[config.mk]
export PLATFORM = sky130hd
export DESIGN_NAME = sweep_object_segmenter_unit
export DESIGN_NICKNAME = d
export VERILOG_FILES = /design/src/rtl/sos_pkg.sv /design/src/rtl/sweep_object_segmenter_unit.sv
export SDC_FILE = /design/constraint.sdc
export NUM_CORES = 1
export LEC_CHECK = 0
export BUFFER_PORTS_ARGS = -buffer_cell sky130_fd_sc_hd__buf_2
export CORE_MARGIN = 3
export CORE_UTILIZATION = 35
export CTS_CLUSTER_SIZE = 28
export DETAILED_ROUTE_END_ITERATION = 10
export PLACE_DENSITY_LB_ADDON = 0.12
export SLEW_MARGIN = 20
export SYNTH_ARGS = -nofsm -noshare
export SYNTH_HDL_FRONTEND = slang
export SYNTH_SLANG_ARGS = --single-unit
[constraint.sdc]
create_clock -name aclk -period 14.2 [get_ports aclk]
set_input_delay 1.42 -clock aclk [delete_from_list [all_inputs] [get_ports aclk]]
set_output_delay 1.42 -clock aclk [all_outputs]
set_load 0.01 [all_outputs]
[src/rtl/sos_pkg.sv]
`default_nettype none
// ----------------------------------------------------------------------------
// sos_pkg: shared types and constants of the sweep object segmenter
// Word layouts, register indexes, tracking modes and sequencer states.
// ----------------------------------------------------------------------------
package sos_pkg;

    localparam int SAMPLE_BITS      = 8;
    localparam int ANGLE_BITS       = 8;
    localparam int INDEX_BITS       = 4;
    localparam int MEAN_BITS        = 12;
    localparam int TALLY_BITS       = 8;
    localparam int COUNT_BITS       = 8;
    localparam int LIMIT_BITS       = 8;
    localparam int CFG_INDEX_BITS   = 4;
    localparam int CFG_DATA_BITS    = 8;

    // Sum of up to 255 samples of ir plus sonar.
    localparam int TOTAL_BITS       = SAMPLE_BITS + 1 + TALLY_BITS;
    // Dividend is the total times eight.
    localparam int DIVIDEND_BITS    = TOTAL_BITS + 3;
    localparam int STEP_BITS        = $clog2(DIVIDEND_BITS + 1);

    localparam logic [COUNT_BITS-1:0] MAX_OBJECT_COUNT = COUNT_BITS'(16);
    localparam logic [TALLY_BITS-1:0] TALLY_MAX        = {TALLY_BITS{1'b1}};
    localparam logic [STEP_BITS-1:0]  DIV_STEPS        = STEP_BITS'(DIVIDEND_BITS);
    localparam logic [MEAN_BITS-1:0]  MEAN_MAX         = {MEAN_BITS{1'b1}};

    localparam logic [LIMIT_BITS-1:0] NEAR_RESET       = LIMIT_BITS'(5);
    localparam logic [LIMIT_BITS-1:0] FAR_RESET        = LIMIT_BITS'(92);

    localparam logic [CFG_INDEX_BITS-1:0] REG_NEAR_LIMIT = CFG_INDEX_BITS'(0);
    localparam logic [CFG_INDEX_BITS-1:0] REG_FAR_LIMIT  = CFG_INDEX_BITS'(1);

    typedef enum logic [1:0] {
        MODE_WAIT    = 2'd0,
        MODE_CONFIRM = 2'd1,
        MODE_TRACK   = 2'd2,
        MODE_GRACE   = 2'd3
    } sos_mode_t;

    typedef enum logic [1:0] {
        SEQ_IDLE = 2'd0,
        SEQ_EVAL = 2'd1,
        SEQ_DIV  = 2'd2,
        SEQ_DONE = 2'd3
    } sos_seq_t;

    typedef struct packed {
        logic                   start_sweep;
        logic [ANGLE_BITS-1:0]  angle;
        logic [SAMPLE_BITS-1:0] ir_distance;
        logic [SAMPLE_BITS-1:0] sonar_distance;
    } sos_in_t;

    typedef struct packed {
        logic [INDEX_BITS-1:0]  object_index;
        logic [ANGLE_BITS-1:0]  first_angle;
        logic [ANGLE_BITS-1:0]  last_angle;
        logic [ANGLE_BITS-1:0]  angular_width;
        logic [MEAN_BITS-1:0]   mean_distance_x16;
        logic [TALLY_BITS-1:0]  samples_used;
    } sos_out_t;

endpackage
`default_nettype wire

[src/rtl/sweep_object_segmenter_unit.sv]
`default_nettype none
// ----------------------------------------------------------------------------
// sweep_object_segmenter_unit: angular sweep object segmenter
// Classifies range samples as hits, tracks objects with a four-mode machine
// and reports each finished object with its mean distance.
// ----------------------------------------------------------------------------
//  channel | ports                        | word
//  --------+------------------------------+------------------------------
//  input   | s_valid, s_ready, s_data     | sos_in_t, one angle sample
//  result  | m_valid, m_ready, m_data     | sos_out_t, one finished object
//  config  | cfg_valid, cfg_ready,        | index 0 near_limit,
//          | cfg_index, cfg_data          | index 1 far_limit
//
// A sample that ends no object is accepted and then evaluated. A sample that
// ends an object also waits for its mean, which comes from a restoring divider
// that resolves one quotient bit per cycle over 20 bits.
// Reset is synchronous and active low; it clears the machine and loads the
// limits with 5 and 92. The next sample is taken while a result still waits;
// the divider holds its result until the output register is free.
module sweep_object_segmenter_unit
    import sos_pkg::*;
(
    input  wire                             aclk,
    input  wire                             aresetn,
    input  wire                             s_valid,
    output logic                            s_ready,
    input  sos_in_t                         s_data,
    output logic                            m_valid,
    input  wire                             m_ready,
    output sos_out_t                        m_data,
    input  wire                             cfg_valid,
    output logic                            cfg_ready,
    input  wire  [CFG_INDEX_BITS-1:0]       cfg_index,
    input  wire  [CFG_DATA_BITS-1:0]        cfg_data
);

    sos_seq_t                seq_reg, seq_next;
    sos_mode_t               mode_reg, mode_next;
    sos_in_t                 item_reg;
    logic [LIMIT_BITS-1:0]   near_reg, far_reg;
    logic [ANGLE_BITS-1:0]   first_reg, first_next;
    logic [ANGLE_BITS-1:0]   last_reg, last_next;
    logic [TOTAL_BITS-1:0]   total_reg, total_next;
    logic [TALLY_BITS-1:0]   tally_reg, tally_next;
    logic [COUNT_BITS-1:0]   seen_reg, seen_next;
    logic [INDEX_BITS-1:0]   idx_reg;

    logic [DIVIDEND_BITS-1:0] div_reg, div_next;
    logic [TALLY_BITS-1:0]    rem_reg, rem_next;
    logic [TALLY_BITS-1:0]    divisor_reg;
    logic [STEP_BITS-1:0]     step_reg;

    logic                    m_valid_reg;
    sos_out_t                m_data_reg;

    logic                    accept;
    logic                    eval_en;
    logic                    div_en;
    logic                    out_load;
    logic                    hit;
    logic                    emit;
    logic [TOTAL_BITS-1:0]   emit_total;
    logic [TALLY_BITS-1:0]   emit_tally;
    logic [COUNT_BITS-1:0]   emit_seen;
    logic [TALLY_BITS:0]     trial;
    logic                    trial_ge;
    logic [TALLY_BITS:0]     trial_diff;
    logic [MEAN_BITS-1:0]    mean;

    assign cfg_ready = 1'b1;
    assign accept    = s_valid && s_ready;
    assign m_valid   = m_valid_reg;
    assign m_data    = m_data_reg;

    // Sequencer next state.
    always_comb begin
        seq_next = seq_reg;
        case (seq_reg)
            SEQ_IDLE: if (s_valid) seq_next = SEQ_EVAL;
            SEQ_EVAL: seq_next = emit ? SEQ_DIV : SEQ_IDLE;
            SEQ_DIV:  if (step_reg == DIV_STEPS - STEP_BITS'(1)) seq_next = SEQ_DONE;
            SEQ_DONE: if (!m_valid_reg || m_ready) seq_next = SEQ_IDLE;
            default:  seq_next = SEQ_IDLE;
        endcase
    end

    // Sequencer outputs.
    always_comb begin
        s_ready  = 1'b0;
        eval_en  = 1'b0;
        div_en   = 1'b0;
        out_load = 1'b0;
        case (seq_reg)
            SEQ_IDLE: s_ready  = 1'b1;
            SEQ_EVAL: eval_en  = 1'b1;
            SEQ_DIV:  div_en   = 1'b1;
            SEQ_DONE: out_load = !m_valid_reg || m_ready;
            default:  s_ready  = 1'b0;
        endcase
    end

    assign hit = (near_reg <= item_reg.ir_distance) && (item_reg.ir_distance <= far_reg)
              && (near_reg <= item_reg.sonar_distance)
              && (item_reg.sonar_distance <= far_reg);

    // Tracking step for the sample held in item_reg.
    always_comb begin
        sos_mode_t             mode_eff;
        logic                  do_acc;
        logic [TOTAL_BITS-1:0] pair_sum;

        mode_eff   = item_reg.start_sweep ? MODE_WAIT : mode_reg;
        seen_next  = item_reg.start_sweep ? '0 : seen_reg;
        total_next = item_reg.start_sweep ? '0 : total_reg;
        tally_next = item_reg.start_sweep ? '0 : tally_reg;
        first_next = first_reg;
        last_next  = last_reg;
        mode_next  = mode_eff;
        emit       = 1'b0;
        do_acc     = 1'b0;
        pair_sum   = TOTAL_BITS'(item_reg.ir_distance) + TOTAL_BITS'(item_reg.sonar_distance);
        emit_total = total_next;
        emit_tally = tally_next;
        emit_seen  = seen_next;

        case (mode_eff)
            MODE_WAIT: begin
                if (hit) begin
                    first_next = item_reg.angle;
                    total_next = '0;
                    tally_next = '0;
                    do_acc     = 1'b1;
                    mode_next  = MODE_CONFIRM;
                end
            end
            MODE_CONFIRM: begin
                if (hit) begin
                    do_acc    = 1'b1;
                    mode_next = MODE_TRACK;
                end else begin
                    total_next = '0;
                    tally_next = '0;
                    mode_next  = MODE_WAIT;
                end
            end
            MODE_TRACK: begin
                if (!hit) begin
                    last_next = item_reg.angle - ANGLE_BITS'(1);
                    mode_next = MODE_GRACE;
                end
                do_acc = 1'b1;
            end
            default: begin
                if (hit) begin
                    do_acc    = 1'b1;
                    mode_next = MODE_TRACK;
                end else begin
                    if (seen_next < MAX_OBJECT_COUNT) begin
                        emit      = 1'b1;
                        seen_next = seen_next + COUNT_BITS'(1);
                    end
                    total_next = '0;
                    tally_next = '0;
                    mode_next  = MODE_WAIT;
                end
            end
        endcase

        if (do_acc && tally_next < TALLY_MAX) begin
            total_next = total_next + pair_sum;
            tally_next = tally_next + TALLY_BITS'(1);
        end
    end

    // One restoring division step per cycle.
    always_comb begin
        trial      = {rem_reg, div_reg[DIVIDEND_BITS-1]};
        trial_ge   = trial >= {1'b0, divisor_reg};
        trial_diff = trial - {1'b0, divisor_reg};
        rem_next   = trial_ge ? trial_diff[TALLY_BITS-1:0] : trial[TALLY_BITS-1:0];
        div_next   = {div_reg[DIVIDEND_BITS-2:0], trial_ge};
    end

    always_comb begin
        if (divisor_reg == '0) begin
            mean = '0;
        end else if (|div_reg[DIVIDEND_BITS-1:MEAN_BITS]) begin
            mean = MEAN_MAX;
        end else begin
            mean = div_reg[MEAN_BITS-1:0];
        end
    end

    always_ff @(posedge aclk) begin
        if (!aresetn) begin
            seq_reg     <= SEQ_IDLE;
            mode_reg    <= MODE_WAIT;
            near_reg    <= NEAR_RESET;
            far_reg     <= FAR_RESET;
            first_reg   <= '0;
            last_reg    <= '0;
            total_reg   <= '0;
            tally_reg   <= '0;
            seen_reg    <= '0;
            m_valid_reg <= 1'b0;
            step_reg    <= '0;
        end else begin
            seq_reg <= seq_next;
            if (cfg_valid && cfg_ready) begin
                case (cfg_index)
                    REG_NEAR_LIMIT: near_reg <= cfg_data[LIMIT_BITS-1:0];
                    REG_FAR_LIMIT:  far_reg  <= cfg_data[LIMIT_BITS-1:0];
                    default:        ;
                endcase
            end
            if (eval_en) begin
                mode_reg  <= mode_next;
                first_reg <= first_next;
                last_reg  <= last_next;
                total_reg <= total_next;
                tally_reg <= tally_next;
                seen_reg  <= seen_next;
            end
            if (eval_en) begin
                step_reg <= '0;
            end else if (div_en) begin
                step_reg <= step_reg + STEP_BITS'(1);
            end
            if (out_load) begin
                m_valid_reg <= 1'b1;
            end else if (m_ready) begin
                m_valid_reg <= 1'b0;
            end
        end
    end

    // Payload registers.
    always_ff @(posedge aclk) begin
        if (accept) begin
            item_reg <= s_data;
        end
        if (eval_en) begin
            div_reg     <= {emit_total, 3'b000};
            rem_reg     <= '0;
            divisor_reg <= emit_tally;
            idx_reg     <= emit_seen[INDEX_BITS-1:0];
        end else if (div_en) begin
            div_reg <= div_next;
            rem_reg <= rem_next;
        end
        if (out_load) begin
            m_data_reg.object_index      <= idx_reg;
            m_data_reg.first_angle       <= first_reg;
            m_data_reg.last_angle        <= last_reg;
            m_data_reg.angular_width     <= last_reg - first_reg;
            m_data_reg.mean_distance_x16 <= mean;
            m_data_reg.samples_used      <= divisor_reg;
        end
    end

    // An accepted word is evaluated in the very next cycle.
    assert property (@(posedge aclk) disable iff (!aresetn)
        accept |=> seq_reg == SEQ_EVAL)
        else $error("accepted sample was not evaluated");

    // The divider never runs past its last quotient bit.
    assert property (@(posedge aclk) disable iff (!aresetn)
        seq_reg == SEQ_DIV |-> step_reg < DIV_STEPS)
        else $error("divider step count overran");

    // A new result appears only out of the finishing state.
    assert property (@(posedge aclk) disable iff (!aresetn)
        $rose(m_valid_reg) |-> $past(seq_reg) == SEQ_DONE)
        else $error("result raised outside the finishing state");

    // The object count never passes its limit.
    assert property (@(posedge aclk) disable iff (!aresetn)
        seen_reg <= MAX_OBJECT_COUNT)
        else $error("object count exceeded its limit");

    // A tracked object has been confirmed by at least two samples.
    assert property (@(posedge aclk) disable iff (!aresetn)
        (mode_reg == MODE_TRACK || mode_reg == MODE_GRACE) |-> tally_reg >= TALLY_BITS'(2))
        else $error("tracked object with fewer than two samples");

endmodule
`default_nettype wire
==> results of run 1 <==
through the flow:
stage / instances / total power, uW
floorplan: 844 / 689
detailed placement: 1242 / 724
global placement: 1242 / 723
global route: 1275 / 1250
finish: 1275 / 1190
CTS: 1274 / 1210
final cells by class:
type | count | area, um^2
repair buffers | 99 | 515
diodes | 1 | 2.50
flip-flops and latches | 188 | 4780
multi-input cells | 560 | 4060
well taps | 330 | 413
inverters | 65 | 244
clock inverters | 12 | 155
fillers | 2515 | 14900
clock buffers | 20 | 437
report_power, final:
part	total [uW]	switching, uW	internal [uW]	leakage [uW]
Combinational	108	65.7	42.1	0.00220
Clock	482	217	265	0.000281
Sequential	602	13.6	588	0.00163
critical path: cells and delay by family, from the launching register on:
kind                       cells  cell delay [ns]
and+or+nand+nor                6             1.16
DFF                            1             0.47
buffers and inverters          1             0.27
AOI/OAI and AO/OA             10             2.07
adders and majority gates      3             1.14
how the worst max path moves through the flow:
| stage | cells after the start | slack (ns) | from | endpoint |
|---|---|---|---|---|
| floorplan | 23 | 9.37 | item_reg[1]$_DFFE_PP_ | total_reg[16]$_SDFFE_PN0P_ |
| global placement | 21 | 9.06 | item_reg[1]$_DFFE_PP_ | total_reg[16]$_SDFFE_PN0P_ |
| detailed placement | 21 | 8.94 | item_reg[1]$_DFFE_PP_ | total_reg[16]$_SDFFE_PN0P_ |
| CTS | 21 | 8.91 | item_reg[1]$_DFFE_PP_ | total_reg[16]$_SDFFE_PN0P_ |
| global route | 20 | 8.49 | item_reg[1]$_DFFE_PP_ | total_reg[16]$_SDFFE_PN0P_ |
| finish | 20 | 8.95 | item_reg[1]$_DFFE_PP_ | total_reg[16]$_SDFFE_PN0P_ |
kinds of logic (layout without fill, tap and decap cells):
logic type / Yosys count / count (layout) / synth area share [%]
AOI/OAI and AO/OA: 172 / 172 / 13.3
buffers and inverters: 96 / 196 / 4.09
other: 1 / 2 / 0.0407
adders and majority gates: 74 / 74 / 10.9
muxes: 35 / 35 / 3.82
and+or+nand+nor: 252 / 252 / 13.4
xor gates and xnor gates: 26 / 26 / 2.47
DFF: 188 / 188 / 51.9
cell usage after synthesis, drive strengths merged (3+ instances only):
library cell,n
a211oi,20
a21o,8
a21oi,36
a22o,19
a22oi,11
a31o,3
a31oi,5
and2,12
and3,4
buf,9
clkbuf,22
dfxtp,86
edfxtp,102
fa,11
ha,63
inv,65
mux2i,34
nand2,51
nand2b,7
nand3,19
nand4,19
nor2,89
nor2b,25
nor3,8
nor4,7
o211ai,13
o21a,13
o21ai,21
o22ai,4
or4,3
xnor2,17
xor2,9
layer usage:
metal | vias up | share of wire (%) | wire length (um)
li1 | 3233 | - | -
met1 | 3024 | 48 | 9510
met2 | 83 | 48 | 9470
met3 | 11 | 2.8 | 545
met4 | 0 | 0.99 | 196
met5 | - | 0 | 0
==> results_dict.tcl, run 1 <==
set metrics [dict create \
    cp-start-kind "register" \
    vdd_drop_max_mv 0.0623 \
    fmax_mhz 191 \
    htreeDepth 4 \
    grt_pass1_wl_um 32900 \
    critical_path_class "register to register" \
    maxSlewHeadroom_pct 31.0 \
    pre_cts_ws_ns 8.94 \
    r2r_setup_slack_ns 8.95 \
    ctsHoldBuffers 0 \
    cts_resized 0 \
    busiest_layer "met2" \
    die_height_um 168 \
    cts_buffers 17 \
    post_cts_buffers 0 \
    path_clk_slew_ns 0.07 \
    finalSetupTns_ns 0 \
    powerDensity_nw_per_um2 112 \
    cp.required_ns 14.51 \
    worst_slack_ns 8.95 \
    synth_cells 844 \
    antenna_found_initial 1 \
    synth_top_cell_area_share_pct 33.2 \
    met3_usage_pct 2.96 \
    grt_overflow 0 \
    ant_nets 0 \
    viasPerCell 4.98 \
    holdPathEnd "m_data[44]$_DFFE_PP_" \
    ys_seq_area_share_pct 51.9 \
    first_iter_violations 356 \
    grt_pass1_vias 6435 \
    vias 6351 \
    core_um2 25500 \
    use_met1_pct 19.1 \
    syn-num-nets 960 \
    largest_register_ffs 48 \
    clkSinkCount 188 \
    hp-class "register to register" \
    wl_per_cell_um 15.5 \
    worst_path_max_delay_cell "edfxtp_1" \
    worstReg2RegEnd "total_reg[16]$_SDFFE_PN0P_" \
    synth-seq-cells 188 \
    dp_hpwl_um 14200 \
    ys.flop_type "edfxtp_1" \
    wirelength_um 19700 \
    port_buffers 91 \
    gp_congestion 0.798 \
    worstHoldStart "idx_reg[0]$_DFFE_PP_" \
    cap_violations 0 \
    cp_max_fo 31 \
    yosysWarningCount 0 \
    grt_max_degree 56 \
    finClkSkew_ns 0.0124 \
    postLayoutCellArea_um2 10600 \
    ys_top_cells_by_area "edfxtp_1 (33%), dfxtp_1 (19%), ha_1 (8.6%), mux2i_1 (3.7%), nor2_1 (3.6%)" \
    cts.path.max_buffers 2 \
    finish.utilization_pct 41.5 \
    p_leak_uw 0.00412 \
    maxSlewViolCount 0 \
    worstMarginPinSlew_ns 1.03 \
    cts_tree "built" \
    fin_crit_sh_pct 37.0 \
    async_flop_share_pct 0 \
    timing.hold.ws_ns 0.420 \
    synth-edff-count 102 \
    area_delta_synth_final_pct 15.2 \
    die_w_um 168 \
    synth.avg_cell_area_um2 10.9 \
    rsz0062_at_grt "false" \
    grt_usage_pct 14.3 \
    rows 58 \
    cpMostUsedCell "a21oi_1" \
    drt-pass1-iter-count 4 \
    yosys.area.top_type "edfxtp_1" \
    worstSetupEndpointType "register" \
    setup_viol 0 \
    fin_nets 1047 \
    status "finished clean" \
    drive_gt1_share_pct 15.7 \
    start_util_pct 36.1 \
    arrival_ns 5.56 \
    reg2reg_depth 20 \
    crit_chain "ha_1 > nor2b_1 > o211ai_1 > a21oi_1 > o22ai_1 > and4_1 > a211oi_2 > buf_4 > and2_1 > fa_1 > ha_1 > a211o_1 > o211ai_1 > a21oi_1 > o41ai_2 > nor2_1 > a21oi_1 > nor2_1 > and4_1 > o31a_1" \
    hold_depth 0 \
    drc 0 \
    dieArea_um2 28300 \
    ys_types 70 \
    worstSkewPairLatency_ns 0.43 \
    root_buffer "clkbuf_16" \
    final_common_cell "edfxtp_1" \
    final_cell_mix "edfxtp_1 (102), buf_2 (91), nor2_1 (88), dfxtp_1 (86), inv_1 (64)" \
    fin_crit_ns 5.25 \
    use_met2_pct 23.7 \
    ioPinCount 93 \
    syn_area_um2 9210 \
    placed_cell_area_um2 10000 \
    r2r_start "item_reg[1]$_DFFE_PP_" \
    hold_viol 0 \
    worst_path_largest_cell_delay_ns 0.47 \
]
Note: power is estimated with default switching activity, not from simulation.
==> inputs of run 2 (changes only) <==
==> constraint.sdc (replaced) <==
create_clock -name aclk -period 4.4 [get_ports aclk]
set_input_delay 0.44 -clock aclk [delete_from_list [all_inputs] [get_ports aclk]]
set_output_delay 0.44 -clock aclk [all_outputs]
set_load 0.01 [all_outputs]
==> run 2 against run 1 <==
  * Final cell count rose by 3.3%
  * Global-route usage rose by 0.061 points
  * Sequential cell count did not move
  * Register-to-register slack got worse by 8.9 ns
  * Routed wire length rose by 1.8%
  * Die area did not move
  * Clock-buffer cell count fell by 3
  * Clock skew rose by 0.0012 ns
  * First-iteration DRC count rose by 2.2%
  * Critical endpoint unchanged
  * Largest cell class unchanged
  * Highest routed layer unchanged
==> results_dict.tcl, run 2 (synthesized netlist as in run 1, its figures left out) <==
set metrics [dict create \
    critPathBufInv 0 \
    cp-start-kind "register" \
    worstSetupEndpointType "register" \
    cap_violations 0 \
    cts_buffers 17 \
    rsz0062_at_grt "true" \
    multi_input_area_um2 4250 \
    vias 6481 \
    largest_register_ffs 48 \
    powerDensity_nw_per_um2 352 \
    grt_usage_pct 14.4 \
    dieArea_um2 28300 \
    first_iter_violations 364 \
    maxSlewViolCount 0 \
    wl_per_cell_um 15.2 \
    path_clk_slew_ns 0.08 \
    fin_crit_sh_pct 98.1 \
    maxSlewHeadroom_pct 32.1 \
    clkSinkCount 188 \
    fmax_mhz 232 \
    drive_gt1_share_pct 23.0 \
    drt-pass1-iter-count 6 \
    status "finished clean" \
    grt_pass1_vias 6509 \
    fin_nets 1090 \
    worst_path_largest_cell_delay_ns 0.45 \
    critical-path-top-delay-family "compound AO/OA/AOI/OAI gates" \
    die_height_um 168 \
    fill_cells 2504 \
    n_antenna_cell 0 \
    rows 58 \
    critical_path_class "register to register" \
    hp-class "primary input to register" \
    die_w_um 168 \
    final_common_cell "edfxtp_1" \
    drc 0 \
    ant_nets 0 \
    core_um2 25500 \
    grt_overflow 0 \
    cts_tree "built" \
    hold_viol 0 \
    vdd_drop_max_mv 0.229 \
    highest_layer "met4" \
    cpMostUsedCell "a21oi_2" \
    dr_wl_met2_um 9640 \
    grt_max_degree 36 \
    finClkSkew_ns 0.0136 \
    regArea_um2 4780 \
    setup_viol 0 \
    arrival_ns 4.64 \
    ctsHoldBuffers 0 \
    finalSetupTns_ns 0 \
    worstSkewPairLatency_ns 0.44 \
    dp_hpwl_um 14700 \
    met1_length_um 9500 \
    root_buffer "clkbuf_16" \
    grt_pass1_wl_um 33100 \
    viasPerCell 4.92 \
    area_delta_synth_final_pct 20.9 \
    worstMarginPinSlew_ns 1.01 \
    fin_crit_ns 4.32 \
    route.met3.wl_um 741 \
    htreeDepth 4 \
    timing.hold.ws_ns 0.169 \
    cp.required_ns 4.73 \
    power.total_uw 3920 \
    crit_chain "ha_1 > nor2b_1 > o211ai_1 > a21oi_2 > o22ai_2 > a41oi_2 > a211oi_4 > and2_4 > fa_2 > ha_4 > a211o_1 > o211ai_1 > a21oi_2 > o41ai_4 > nor2_1 > a21oi_2 > nor2_1 > and4_1 > o31a_1" \
    final_cell_mix "edfxtp_1 (102), buf_2 (91), nor2_1 (87), dfxtp_1 (86), inv_1 (61)" \
    antenna_found_initial 0 \
    cp_max_fo 5 \
    worst_path_max_delay_cell "fa_2" \
    cts.path.max_buffers 2 \
    gp_congestion 0.778 \
    ioPinCount 93 \
    start_util_pct 36.1 \
    p_leak_uw 0.00436 \
    wirelength_um 20100 \
    port_buffers 91 \
]
==> run 2: worst reg2reg max path, delay by kind of cell (launching register included) <==
kind,cells,cell delay (ns)
flops,1,0.42
fa+ha+maj,3,1.00
simple gates,5,0.64
compound gates,11,2.14
==> run 2: final cells by class <==
class | instances | area share, %
tap | 330 | 3.71
timing repair buffer | 142 | 7.52
multi-input combinational | 560 | 38.2
sequential | 188 | 42.9
inverter | 65 | 2.19
clock inverter | 15 | 1.65
clock buffer | 17 | 3.82
==> run 2: worst paths after layout <==
kind	slack [ns]	start	cells after the start	to
min reg2reg	0.42	idx_reg[3]$_DFFE_PP_	0	m_data[47]$_DFFE_PP_
max reg2reg	0.08	item_reg[1]$_DFFE_PP_	19	total_reg[16]$_SDFFE_PN0P_
min	0.17	s_data[2]	1	item_reg[2]$_DFFE_PP_
max	0.08	item_reg[1]$_DFFE_PP_	19	total_reg[16]$_SDFFE_PN0P_
==> run 2: what timing repair did <==
action	CTS	global route
pin swaps	3	24
buffers inserted	0	6
resized for setup	4	29
endpoints found under the setup margin	6	16
==> run 2: report_power, final <==
group / total, uW / switching [uW] / internal (uW)
clock network: 1560 / 786 / 776
logic: 426 / 239 / 188
registers: 1940 / 39.0 / 1900
total: 3920 / 1060 / 2860
==> run 2: metal layers <==
metal	GRT usage [%]	vias to the layer above
li1	-	3312
met5	0	-
met4	3.63	0
met3	3.10	16
met1	19.0	3058
met2	24.1	95
==> run 2: metrics by stage <==
step,cell area (um^2),instances,worst slack [ns],utilization [%]
2_1_floorplan,9260,844,-0.175,-
3_3_place_gp,10300,1279,-0.0156,40.4
3_5_place_dp,10300,1279,-0.105,40.4
4_1_cts,10900,1311,0.0101,42.9
5_1_grt,11100,1317,-0.228,43.6
6_report,11100,1317,0.0818,43.6
